**src/rtl/patpmb_pkg.sv**
```systemverilog
// Package for the PAT section program map builder.
// Holds sizes, codes, the controller state type and the search token type.
// No dependencies; every other file of the block imports it.
package patpmb_pkg;

  localparam int TABLE_DEPTH       = 64;
  localparam int MAX_SECTION_BYTES = 4096;

  localparam int HEADER_BYTES  = 8;
  localparam int SECNUM_INDEX  = 6;
  localparam int TSID_HI_INDEX = 3;
  localparam int TSID_LO_INDEX = 4;
  localparam int ENTRY_BYTES   = 4;
  localparam int ENTRY_SH      = $clog2(ENTRY_BYTES);

  localparam int IDX_W  = (TABLE_DEPTH > 1) ? $clog2(TABLE_DEPTH) : 1;
  localparam int CNT_W  = $clog2(TABLE_DEPTH + 1);
  localparam int BIDX_W = $clog2(MAX_SECTION_BYTES + 1);
  localparam int MAXP_W = 7;

  localparam int PNUM_W = 16;
  localparam int PID_W  = 13;
  localparam int TSID_W = 16;

  localparam int OUT_DATA_W = 72;

  localparam logic OP_CLEAR = 1'b0;
  localparam logic OP_BYTE  = 1'b1;

  localparam logic KIND_STORE = 1'b0;
  localparam logic KIND_END   = 1'b1;

  typedef enum logic [1:0] {
    ST_IDLE,
    ST_PARSE,
    ST_SCAN,
    ST_EMIT
  } state_t;

  // Lookup token that walks the row of table cells, one cell per cycle.
  typedef struct packed {
    logic              valid;
    logic              hit;
    logic [CNT_W-1:0]  remain;
    logic [PNUM_W-1:0] key;
  } token_t;

endpackage

```
**src/rtl/patpmb_cell.sv**
```systemverilog
// One program table cell: holds one program number and checks the passing token.
// Depends on patpmb_pkg.
module patpmb_cell (
  input  logic                      clk,
  input  logic                      rst_n,
  input  patpmb_pkg::token_t        tok_i,
  output patpmb_pkg::token_t        tok_o,
  input  logic                      wr_en,
  input  logic [patpmb_pkg::PNUM_W-1:0] wr_num
);
  import patpmb_pkg::*;

  logic [PNUM_W-1:0] num_r;
  token_t            tok_r;
  logic              live;

  // Only cells below the fill count take part; the token counts them down.
  assign live = tok_i.valid && (tok_i.remain != '0);

  always_ff @(posedge clk) begin
    if (wr_en) begin
      num_r <= wr_num;
    end
  end

  // Only the valid bit is reset; the other token fields are don't-care while
  // it is low.
  always_ff @(posedge clk) begin
    if (!rst_n) begin
      tok_r.valid <= 1'b0;
    end else begin
      tok_r.valid <= tok_i.valid;
    end
    tok_r.key    <= tok_i.key;
    tok_r.hit    <= tok_i.hit | (live && (num_r == tok_i.key));
    tok_r.remain <= live ? tok_i.remain - CNT_W'(1) : tok_i.remain;
  end

  assign tok_o = tok_r;

endmodule

```
**src/rtl/patpmb_chain.sv**
```systemverilog
// Row of program table cells that a lookup token walks through.
// Depends on patpmb_pkg and patpmb_cell.
module patpmb_chain (
  input  logic                          clk,
  input  logic                          rst_n,
  input  patpmb_pkg::token_t            tok_i,
  output patpmb_pkg::token_t            tok_o,
  input  logic                          wr_en,
  input  logic [patpmb_pkg::IDX_W-1:0]  wr_idx,
  input  logic [patpmb_pkg::PNUM_W-1:0] wr_num
);
  import patpmb_pkg::*;

  token_t tok [TABLE_DEPTH+1];

  assign tok[0] = tok_i;

  for (genvar g = 0; g < TABLE_DEPTH; g++) begin : g_cell
    logic sel;
    assign sel = wr_en && (wr_idx == IDX_W'(g));
    patpmb_cell u_cell (
      .clk    (clk),
      .rst_n  (rst_n),
      .tok_i  (tok[g]),
      .tok_o  (tok[g+1]),
      .wr_en  (sel),
      .wr_num (wr_num)
    );
  end

  assign tok_o = tok[TABLE_DEPTH];

endmodule

```
**src/rtl/pat_section_program_map_builder.sv**
```systemverilog
// Top level of the PAT section program map builder.
// Depends on patpmb_pkg and patpmb_chain (which instantiates patpmb_cell).
//
// Usage: section bytes arrive as beats on the in_ channel, in_tuser set, with
// in_tlast on the final byte of a section; a beat with in_tuser clear empties
// the program table and abandons the section in progress. The out_ channel
// carries one beat for each newly stored program and one end-of-section beat
// for every in_tlast byte, which also carries a program stored on that byte.
// The cfg_ port writes the table limit and may be used only while the block is idle.
// Timing: a byte is accepted in the idle state and parsed in the parse state;
// a byte that ends a section then passes through the emit state. At every
// fourth byte past the header, unless parsing has stopped, a held entry with a
// nonzero program number is looked up: a token walks the row of TABLE_DEPTH
// table cells, one cell per cycle, before the next beat is accepted, and a
// lookup that stores a program or ends a section then passes through the emit
// state, which writes the result into the output register.
// Reset: the table is empty, stream id and NIT PID are zero, the limit is 64.
// Stall: a result waits in the output register while out_tready is low; the
// next byte is still accepted and parsed, and the block holds only when it
// has a second result to deliver.
module pat_section_program_map_builder (
  input  logic                                  clk,
  input  logic                                  rst_n,
  // in_tdata: data_byte [7:0]
  input  logic                                  in_tvalid,
  output logic                                  in_tready,
  input  logic [7:0]                            in_tdata,
  // in_tuser: operation [0]
  input  logic                                  in_tuser,
  input  logic                                  in_tlast,
  // out_tdata: prog_num [15:0], pmt_pid [28:16], status [29],
  //            transport_stream_id [45:30], network_pid [58:46],
  //            program_count [65:59], zero fill [71:66]
  output logic                                  out_tvalid,
  input  logic                                  out_tready,
  output logic [patpmb_pkg::OUT_DATA_W-1:0]     out_tdata,
  // out_tuser: result_kind [0]
  output logic                                  out_tuser,
  input  logic                                  cfg_wr_en,
  input  logic [patpmb_pkg::MAXP_W-1:0]         cfg_wr_data
);
  import patpmb_pkg::*;

  state_t state_r, state_nxt;

  // Latched input beat.
  logic              op_r, op_nxt;
  logic [7:0]        byte_r, byte_nxt;
  logic              last_r, last_nxt;

  // Section parsing state.
  logic [BIDX_W-1:0] bidx_r, bidx_nxt;
  logic [31:0]       shift_r, shift_nxt;
  logic [TSID_W-1:0] hold_r, hold_nxt;
  logic              stopped_r, stopped_nxt;
  logic [CNT_W-1:0]  cnt_r, cnt_nxt;
  logic [TSID_W-1:0] tsid_r, tsid_nxt;
  logic [PID_W-1:0]  nit_r, nit_nxt;
  logic [MAXP_W-1:0] maxp_r;

  // Candidate entry under lookup.
  logic [PNUM_W-1:0] cand_num_r, cand_num_nxt;
  logic [PID_W-1:0]  cand_pid_r, cand_pid_nxt;
  logic              stored_r, stored_nxt;

  // Output register.
  logic                  out_valid_r, out_valid_nxt;
  logic [OUT_DATA_W-1:0] out_data_r, out_data_nxt;
  logic                  out_kind_r, out_kind_nxt;

  logic             in_acc;
  logic             out_free;
  logic [CNT_W-1:0] limit;
  logic [CNT_W-1:0] cnt_inc;
  logic             in_range;
  logic             entry_due;
  logic             launch;
  logic             store_now;
  logic             wr_en;
  token_t           tok_head;
  token_t           tok_tail;

  assign in_tready = (state_r == ST_IDLE);
  assign in_acc    = in_tvalid && in_tready;
  assign out_free  = !out_valid_r || out_tready;

  // The effective limit is the smaller of the register and the table depth.
  always_comb begin
    if (32'(maxp_r) < 32'(TABLE_DEPTH)) begin
      limit = CNT_W'(maxp_r);
    end else begin
      limit = CNT_W'(TABLE_DEPTH);
    end
  end

  assign cnt_inc = cnt_r + CNT_W'(1);

  // An entry is complete when the byte after its fourth byte arrives, so the
  // trailing CRC is never taken as an entry.
  assign in_range  = (bidx_r < BIDX_W'(MAX_SECTION_BYTES));
  assign entry_due = (state_r == ST_PARSE) && (op_r == OP_BYTE) && in_range &&
                     !stopped_r &&
                     (bidx_r >= BIDX_W'(HEADER_BYTES + ENTRY_BYTES)) &&
                     (bidx_r[ENTRY_SH-1:0] == '0);
  assign launch    = entry_due && (shift_r[31:16] != '0);

  assign store_now = (state_r == ST_SCAN) && tok_tail.valid && !tok_tail.hit &&
                     (cnt_r < limit);
  assign wr_en     = store_now;

  assign tok_head.valid  = launch;
  assign tok_head.hit    = 1'b0;
  assign tok_head.remain = cnt_r;
  assign tok_head.key    = shift_r[31:16];

  patpmb_chain u_chain (
    .clk    (clk),
    .rst_n  (rst_n),
    .tok_i  (tok_head),
    .tok_o  (tok_tail),
    .wr_en  (wr_en),
    .wr_idx (cnt_r[IDX_W-1:0]),
    .wr_num (cand_num_r)
  );

  // Next state.
  always_comb begin
    state_nxt = state_r;
    unique case (state_r)
      ST_IDLE: begin
        if (in_acc) begin
          state_nxt = ST_PARSE;
        end
      end
      ST_PARSE: begin
        if (op_r == OP_CLEAR) begin
          state_nxt = ST_IDLE;
        end else if (launch) begin
          state_nxt = ST_SCAN;
        end else if (last_r) begin
          state_nxt = ST_EMIT;
        end else begin
          state_nxt = ST_IDLE;
        end
      end
      ST_SCAN: begin
        if (tok_tail.valid) begin
          state_nxt = (last_r || store_now) ? ST_EMIT : ST_IDLE;
        end
      end
      ST_EMIT: begin
        if (out_free) begin
          state_nxt = ST_IDLE;
        end
      end
      default: state_nxt = ST_IDLE;
    endcase
  end

  // Datapath and output values.
  always_comb begin
    op_nxt        = op_r;
    byte_nxt      = byte_r;
    last_nxt      = last_r;
    bidx_nxt      = bidx_r;
    shift_nxt     = shift_r;
    hold_nxt      = hold_r;
    stopped_nxt   = stopped_r;
    cnt_nxt       = cnt_r;
    tsid_nxt      = tsid_r;
    nit_nxt       = nit_r;
    cand_num_nxt  = cand_num_r;
    cand_pid_nxt  = cand_pid_r;
    stored_nxt    = stored_r;
    out_valid_nxt = out_valid_r && !out_tready;
    out_data_nxt  = out_data_r;
    out_kind_nxt  = out_kind_r;

    unique case (state_r)
      ST_IDLE: begin
        if (in_acc) begin
          op_nxt   = in_tuser;
          byte_nxt = in_tdata;
          last_nxt = in_tlast;
        end
      end
      ST_PARSE: begin
        if (op_r == OP_CLEAR) begin
          cnt_nxt     = '0;
          bidx_nxt    = '0;
          shift_nxt   = '0;
          hold_nxt    = '0;
          stopped_nxt = 1'b0;
        end else begin
          stored_nxt   = 1'b0;
          cand_num_nxt = shift_r[31:16];
          cand_pid_nxt = shift_r[PID_W-1:0];
          // Program number zero names the network PID.
          if (entry_due && !launch) begin
            nit_nxt = shift_r[PID_W-1:0];
          end
          if (in_range) begin
            if (bidx_r == BIDX_W'(TSID_HI_INDEX)) begin
              hold_nxt = {byte_r, hold_r[7:0]};
            end else if (bidx_r == BIDX_W'(TSID_LO_INDEX)) begin
              hold_nxt = {hold_r[15:8], byte_r};
            end else if ((bidx_r == BIDX_W'(SECNUM_INDEX)) && (byte_r == 8'd0)) begin
              tsid_nxt = hold_r;
            end
            if (bidx_r >= BIDX_W'(HEADER_BYTES)) begin
              shift_nxt = {shift_r[23:0], byte_r};
            end
            bidx_nxt = bidx_r + BIDX_W'(1);
          end
        end
      end
      ST_SCAN: begin
        if (tok_tail.valid && !tok_tail.hit) begin
          if (cnt_r >= limit) begin
            stopped_nxt = 1'b1;
          end else begin
            cnt_nxt    = cnt_inc;
            stored_nxt = 1'b1;
            if (cnt_inc >= limit) begin
              stopped_nxt = 1'b1;
            end
          end
        end
      end
      ST_EMIT: begin
        if (out_free) begin
          out_valid_nxt = 1'b1;
          out_kind_nxt  = last_r ? KIND_END : KIND_STORE;
          out_data_nxt  = {6'd0, cnt_r, nit_r, tsid_r, stopped_r,
                           stored_r ? cand_pid_r : PID_W'(0),
                           stored_r ? cand_num_r : PNUM_W'(0)};
          if (last_r) begin
            bidx_nxt    = '0;
            shift_nxt   = '0;
            hold_nxt    = '0;
            stopped_nxt = 1'b0;
          end
        end
      end
      default: begin
      end
    endcase
  end

  always_ff @(posedge clk) begin
    if (!rst_n) begin
      state_r     <= ST_IDLE;
      bidx_r      <= '0;
      shift_r     <= '0;
      hold_r      <= '0;
      stopped_r   <= 1'b0;
      cnt_r       <= '0;
      tsid_r      <= '0;
      nit_r       <= '0;
      maxp_r      <= MAXP_W'(64);
      out_valid_r <= 1'b0;
    end else begin
      state_r     <= state_nxt;
      bidx_r      <= bidx_nxt;
      shift_r     <= shift_nxt;
      hold_r      <= hold_nxt;
      stopped_r   <= stopped_nxt;
      cnt_r       <= cnt_nxt;
      tsid_r      <= tsid_nxt;
      nit_r       <= nit_nxt;
      out_valid_r <= out_valid_nxt;
      if (cfg_wr_en) begin
        maxp_r <= cfg_wr_data;
      end
    end
  end

  always_ff @(posedge clk) begin
    op_r       <= op_nxt;
    byte_r     <= byte_nxt;
    last_r     <= last_nxt;
    cand_num_r <= cand_num_nxt;
    cand_pid_r <= cand_pid_nxt;
    stored_r   <= stored_nxt;
    out_data_r <= out_data_nxt;
    out_kind_r <= out_kind_nxt;
  end

  assign out_tvalid = out_valid_r;
  assign out_tdata  = out_data_r;
  assign out_tuser  = out_kind_r;

  // A lookup token leaves the cell row only while the controller waits for it.
  a_tail_in_scan: assert property (@(posedge clk) disable iff (!rst_n)
    tok_tail.valid |-> (state_r == ST_SCAN))
    else $error("lookup token left the cell row outside a scan");

  // The fill count never passes the table depth.
  a_cnt_bound: assert property (@(posedge clk) disable iff (!rst_n)
    cnt_r <= CNT_W'(TABLE_DEPTH))
    else $error("program count beyond table depth");

  // A store adds exactly one program to the table.
  a_store_count: assert property (@(posedge clk) disable iff (!rst_n)
    store_now |=> (cnt_r == CNT_W'($past(cnt_r) + CNT_W'(1))))
    else $error("store did not advance the program count");

  // A stored-program beat never carries the reserved program number zero.
  a_store_nonzero: assert property (@(posedge clk) disable iff (!rst_n)
    (out_tvalid && (out_tuser == KIND_STORE)) |-> (out_tdata[15:0] != 16'd0))
    else $error("stored program with number zero");

endmodule

```
**config.mk**
```make
export PLATFORM = sky130hd
export DESIGN_NAME = pat_section_program_map_builder
export DESIGN_NICKNAME = d
export VERILOG_FILES = /design/src/rtl/patpmb_pkg.sv /design/src/rtl/patpmb_cell.sv /design/src/rtl/patpmb_chain.sv /design/src/rtl/pat_section_program_map_builder.sv
export SDC_FILE = /design/constraint.sdc
export NUM_CORES = 2
export LEC_CHECK = 0
export BUFFER_PORTS_ARGS = -buffer_cell sky130_fd_sc_hd__buf_2
export CAP_MARGIN = 20
export CORE_UTILIZATION = 30
export DETAILED_ROUTE_END_ITERATION = 8
export SLEW_MARGIN = 20
export SYNTH_ARGS = -nofsm -noshare
export SYNTH_HDL_FRONTEND = slang
export SYNTH_HIERARCHICAL = 1
export SYNTH_SLANG_ARGS = --single-unit
```
**constraint.sdc**
```tcl
create_clock -name clk -period 4.2 [get_ports clk]
set_clock_uncertainty 0.1 [all_clocks]
set_input_delay 0.84 -clock clk [delete_from_list [all_inputs] [get_ports clk]]
set_output_delay 0.84 -clock clk [all_outputs]
set_load 0.05 [all_outputs]
```
### After elaboration in Yosys (flattened, before gate mapping)

Cells that the tools add are included.

* add/subtract/negate cells: 65
* magnitude comparators: 7
* equal/unequal tests: 147
* multiplexer cells: 108
* bitwise gates (word level): 65
* reductions and logical operators: 298

Operators by type and width (count)
* $eq 16x16->1: 64
* $mux 7: 67
* $reduce_bool 7->1: 64
* $sub 7x1->7 const B: 63
* $logic_and 1x1->1: 206
* $eq 6x6->1 const B: 32
* $mux 32: 5
* $eq 6x5->1 const B: 16
* $mux 16: 5
* $pmux 32 s2: 1
* $or 1x1->1: 63
* $mux 13: 4
* $eq 6x4->1 const B: 8
* $pmux 16 s2: 1
* $eq 13x3->1 const B: 2
* $ge 13x4->1 const B: 2
* $pmux 13 s2: 1
* $eq 6x3->1 const B: 4
* $reduce_and 6->1: 3
* $reduce_bool 16->1: 1
* $ge 7x7->1: 2
* $mux 2: 7
* $pmux 7 s2: 1
* $add 13x1->13 const B: 1
* other kinds (31): 67

* bits in registers: 2816
* input bits: 22
* output and inout port bits: 75
* word-level logic and storage cells: 1028

### Depth between registers and ports, before layout

* depth in word-level cells: 10
* mapped depth: 10
* depth with buffers taken out: 9

### Hierarchy

The synthesis kept the hierarchy.

Modules (own cells, without submodules)
* patpmb_cell: times used 64, cells an instance 87, area each 1338.8 µm², seq. area each 980.9 µm²
* pat_section_program_map_builder: times used 1, cells an instance 666, area each 8272.9 µm², seq. area each 5375.2 µm²
* patpmb_chain: times used 1, cells an instance 93, area each 469.2 µm², seq. area each 0.0 µm²

### Worst setup path before layout

OpenSTA, ideal clock, no wires.

* path type: input-to-reg
* start point: input out_tready
* end point: register out_data_r[0], in the netlist out_tdata[0] (enable)
* setup time: 0.492 ns
* arrival time: 3.695 ns
* required time: 3.608 ns
* path slack: -0.087 ns
* cell stages on the path: 2
* path buffers: 0
* cells stage by stage: nor2b_1 -> nor2_1

* longest elaborated chain between the ends: 2

Ends and longest elaborated chain
* start: declaration: RTL line pat_section_program_map_builder.sv:35 `input logic out_tready,`
* $logic_or 1x1->1: RTL line pat_section_program_map_builder.sv:85 `assign out_free = !out_valid_r || out_tready;`
* $reduce_and 2->1 (no line)
* end signal: assignment: RTL line pat_section_program_map_builder.sv:285 `out_data_r <= out_data_nxt;`
* end: declaration: RTL line pat_section_program_map_builder.sv:68 `logic [OUT_DATA_W-1:0] out_data_r, out_data_nxt;`

No other way between the ends.
A chain may end at the register's enable or synchronous reset.

### Final worst setup path

* start point: register maxp_r[6]
* end point: register u_chain.g_cell[4].u_cell.num_r[6] (enable)

* longest elaborated chain between the ends: 5

Ends and longest elaborated chain
* start: declaration: RTL line pat_section_program_map_builder.sv:59 `logic [MAXP_W-1:0] maxp_r;`
* start signal: assignment: RTL line pat_section_program_map_builder.sv:273 `maxp_r <= cfg_wr_data;`
* $lt 7x7->1: RTL line pat_section_program_map_builder.sv:89 `if (32'(maxp_r) < 32'(TABLE_DEPTH)) begin`
* $mux 7 (*): RTL line pat_section_program_map_builder.sv:89
* $lt 7x7->1 (*): RTL line pat_section_program_map_builder.sv:108 `(cnt_r < limit);`
* $logic_and 1x1->1 (*): RTL line pat_section_program_map_builder.sv:107 `assign store_now = (state_r == ST_SCAN) && tok_tail.valid && !tok_tail.hit &&`
* net store_now: RTL line pat_section_program_map_builder.sv:78 `logic store_now;`
* $logic_and 1x1->1 (*): RTL line patpmb_chain.sv:20 `assign sel = wr_en && (wr_idx == IDX_W'(g));`
* net u_chain.g_cell[4].sel: RTL line patpmb_chain.sv:19 `logic sel;`
* end signal: assignment: RTL line patpmb_cell.sv:22 `num_r <= wr_num;`
* end: declaration: RTL line patpmb_cell.sv:13 `logic [PNUM_W-1:0] num_r;`

Mark *: on every way through the listed nets, which the timed path passes. The rest lies on a longest branch.

==> flow_summary.json <==
{
  "initial_utilization": 0.3026,
  "slew_headroom": 0.2854,
  "place.gp.congestion": 0.7962,
  "stdcell_count": 11100,
  "drive_above_1_share": 0.1208,
  "final.setup.worst_slack_ns": 0.7748,
  "crit-reg2reg-launch": "maxp_r[6]",
  "power_switching_share": 0.1945,
  "hold_path_startpoint": "in_tdata[6]",
  "power.combinational.fraction": 0.010,
  "hold_ws_ns": 0.07248,
  "drt_iter0_markers": 2715,
  "vias_in_the_first_global_route": 49450,
  "cts.repair.resized": 0,
  "port_buffers": 90,
  "worst_path_max_delay_cell": "sky130_fd_sc_hd__or3b_1",
  "cap_violations": 0,
  "largest_net_degree_at_the_start_of_global_routing": 72,
  "crit_path_cell_trace": "inv_1 -> nand2_1 -> ha_1 -> a21oi_1 -> o21a_1 -> nor3b_1 -> buf_4 -> or3b_1 -> nor2_1 -> buf_4",
  "dpl_cell_area_sq_mm": 0.1003,
  "vias_per_cell": 4.281,
  "cellInternalPower_mw": 43.76,
  "fin_tns_setup_ns": 0,
  "place_inst": 10570,
  "worst_ep_required_time_ns": 4.69,
  "number_of_antenna_violations_at_the_first_check_in_global_routing": 11,
  "synth.yosys.warnings": 6,
  "timing_max_transition_violations_final": 0,
  "cts_sink_count": 2816,
  "num_io_pins": 97,
  "fp.dieH_um": 561.3,
  "crit_path_end_kind": "flip-flop",
  "final_nets": 6918,
  "tritoncts.num_buffers": 292,
  "power.switching_mw": 10.57,
  "dr_total_vias": 47500,
  "synth_area_per_cell_sq_um": 14.93,
  "clk-insertion-delay-late_ns": 0.90,
  "critical_path_arrival_ns": 3.92,
  "final_hold_viol_count": 0,
  "crit_start": "maxp_r[6]",
  "maximum_number_of_buffers_from_clock_root_to_sink": 4,
  "hold_bufs_at_cts": 7,
  "run_status": "finished, final reports clean",
  "drcViolationCount": 0,
  "detail_route.wirelength_um": 197500,
  "synth_area_sq_mm": 0.09385,
  "finalCoreUtilization": 0.3542,
  "grt_residual_overflow": 0,
  "power_frac_clock": 0.465,
  "core_area_sq_mm": 0.3101,
  "crit_path_max_incr_delay_ns": 0.71,
  "grt.total_usage": 0.1240,
  "crit_fanout": 16,
  "sequential_share_of_power": 0.525,
  "timing.final.crit_share": 0.8155,
  "htree_num_levels": 5,
  "grt_first_pass_wirelength_um": 300500,
  "timing.fmax_mhz": 292.0,
  "dp_hpwl_um": 127900,
  "worst_ir_drop_vdd_mv": 0.4397,
  "tightestPinTransition_ns": 1.071,
  "hold_class": "primary input to flip-flop",
  "clk_pin_slew_worst_paths_ns": 0.06,
  "critPathKind": "flip-flop to flip-flop",
  "die_area_sq_mm": 0.3151,
  "tritoncts": "yes",
  "synth_cells": 6287,
  "cts_setup_buffers": 0,
  "cts_root_buf": "sky130_fd_sc_hd__clkbuf_16",
  "path_buf_inv": 3,
  "core.rowCount": 204,
  "total_power_divided_by_cell_area_mw_per_mm2": 494.6,
  "fp.dieW_um": 561.3,
  "ant_nets": 0,
  "post_drt_wl_per_cell_um": 17.80,
  "finish.instance_area_sq_mm": 0.1099,
  "post-place-ws_ns": 0.7998,
  "setup_viol": 0,
  "p_total_mw": 54.33,
  "critical_path.top_delay_family": "simple AND/OR/NAND/NOR gates",
  "critical_path.most_common_cell": "sky130_fd_sc_hd__buf_4",
  "area.growth.synth_to_final_pct": 17.06,
  "leakagePower_nw": 40.58,
  "grt_setup_unrepaired": "false",
  "post-route-min-period_ns": 3.425,
  "drt-pass1-iter-count": 5,
  "startpoint_type": "flip-flop"
}
-- routing by layer --
| metal | vias up | GRT usage | wire length, um |
|---|---|---|---|
| li1 | 22910 | - | - |
| met1 | 23470 | 0.1621 | 90100 |
| met2 | 791 | 0.2081 | 94290 |
| met3 | 335 | 0.02118 | 7876 |
| met4 | 0 | 0.03981 | 5244 |
| met5 | - | 0 | 0 |
-- placed cells by master (no fill, tap or decap), types with 68 or more instances in the layout --
| cell | n |
|---|---|
| sky130_fd_sc_hd__and2_1 | 99 |
| sky130_fd_sc_hd__buf_2 | 89 |
| sky130_fd_sc_hd__buf_4 | 104 |
| sky130_fd_sc_hd__clkbuf_16 | 305 |
| sky130_fd_sc_hd__dfxtp_1 | 1685 |
| sky130_fd_sc_hd__edfxtp_1 | 1131 |
| sky130_fd_sc_hd__ha_1 | 145 |
| sky130_fd_sc_hd__inv_1 | 199 |
| sky130_fd_sc_hd__nand2_1 | 179 |
| sky130_fd_sc_hd__nand2b_1 | 68 |
| sky130_fd_sc_hd__nand4_1 | 138 |
| sky130_fd_sc_hd__nor2_1 | 150 |
| sky130_fd_sc_hd__nor3_1 | 68 |
| sky130_fd_sc_hd__nor4_1 | 270 |
| sky130_fd_sc_hd__or3_1 | 127 |
| sky130_fd_sc_hd__xnor2_1 | 712 |
| sky130_fd_sc_hd__xor2_1 | 704 |
-- worst paths after layout --
path,end,slack [ns],cells after the start
hold / removal,byte_r[6],0.07,1
setup / recovery,u_chain/g_cell[4].u_cell/num_r[6],0.77,10
setup reg to reg,u_chain/g_cell[4].u_cell/num_r[6],0.77,10
hold reg to reg,u_chain/g_cell[31].u_cell/tok_o[3],0.24,0
-- area by class of cell --
cell class | count | area (sq um)
multi-input cells | 3229 | 25190
clock buffers | 406 | 8452
clock inverters | 108 | 1062
repair buffers | 213 | 1548
inverters | 199 | 747.0
diodes | 4 | 10.01
well taps | 4120 | 5155
flip-flops and latches | 2816 | 67690
fillers | 29250 | 200300
-- worst register-to-register path, delay by kind of cell, from the launching register on --
family | cells | cell delay [ns]
buf+inv | 3 | 0.65
compound gates | 2 | 0.36
fa+ha+maj | 1 | 0.33
simple gates | 4 | 1.43
flops | 1 | 0.31
-- sequential cells by signal (all words and copies together) (netlist names) --
register                     cells
cand_num_r                      16
out_tuser                        1
byte_r                           8
shift_r                         32
nit_r                           13
bidx_r                          13
maxp_r                           7
state_r                          2
op_r                             1
last_r                           1
tsid_r                          16
cand_pid_r                      13
u_chain/g_cell.u_cell/num_r   1024
hold_r                          16
u_chain/g_cell.u_cell/tok_o   1577
out_tvalid                       1
cnt_r                            7
out_tdata                       66
stopped_r                        1
stored_r                         1
-- power groups by stage --
stage | Clock [mW] | Sequential [mW] | Combinational, mW
CTS | 25.8 | 28.5 | 0.543
global placement | 0 | 29.1 | 0.533
detailed placement | 0 | 29.1 | 0.536
floorplan | 0 | 29.2 | 0.183
finish | 25.3 | 28.5 | 0.526
global route | 27.0 | 28.5 | 0.563
Power figures use the tool's default switching activity.
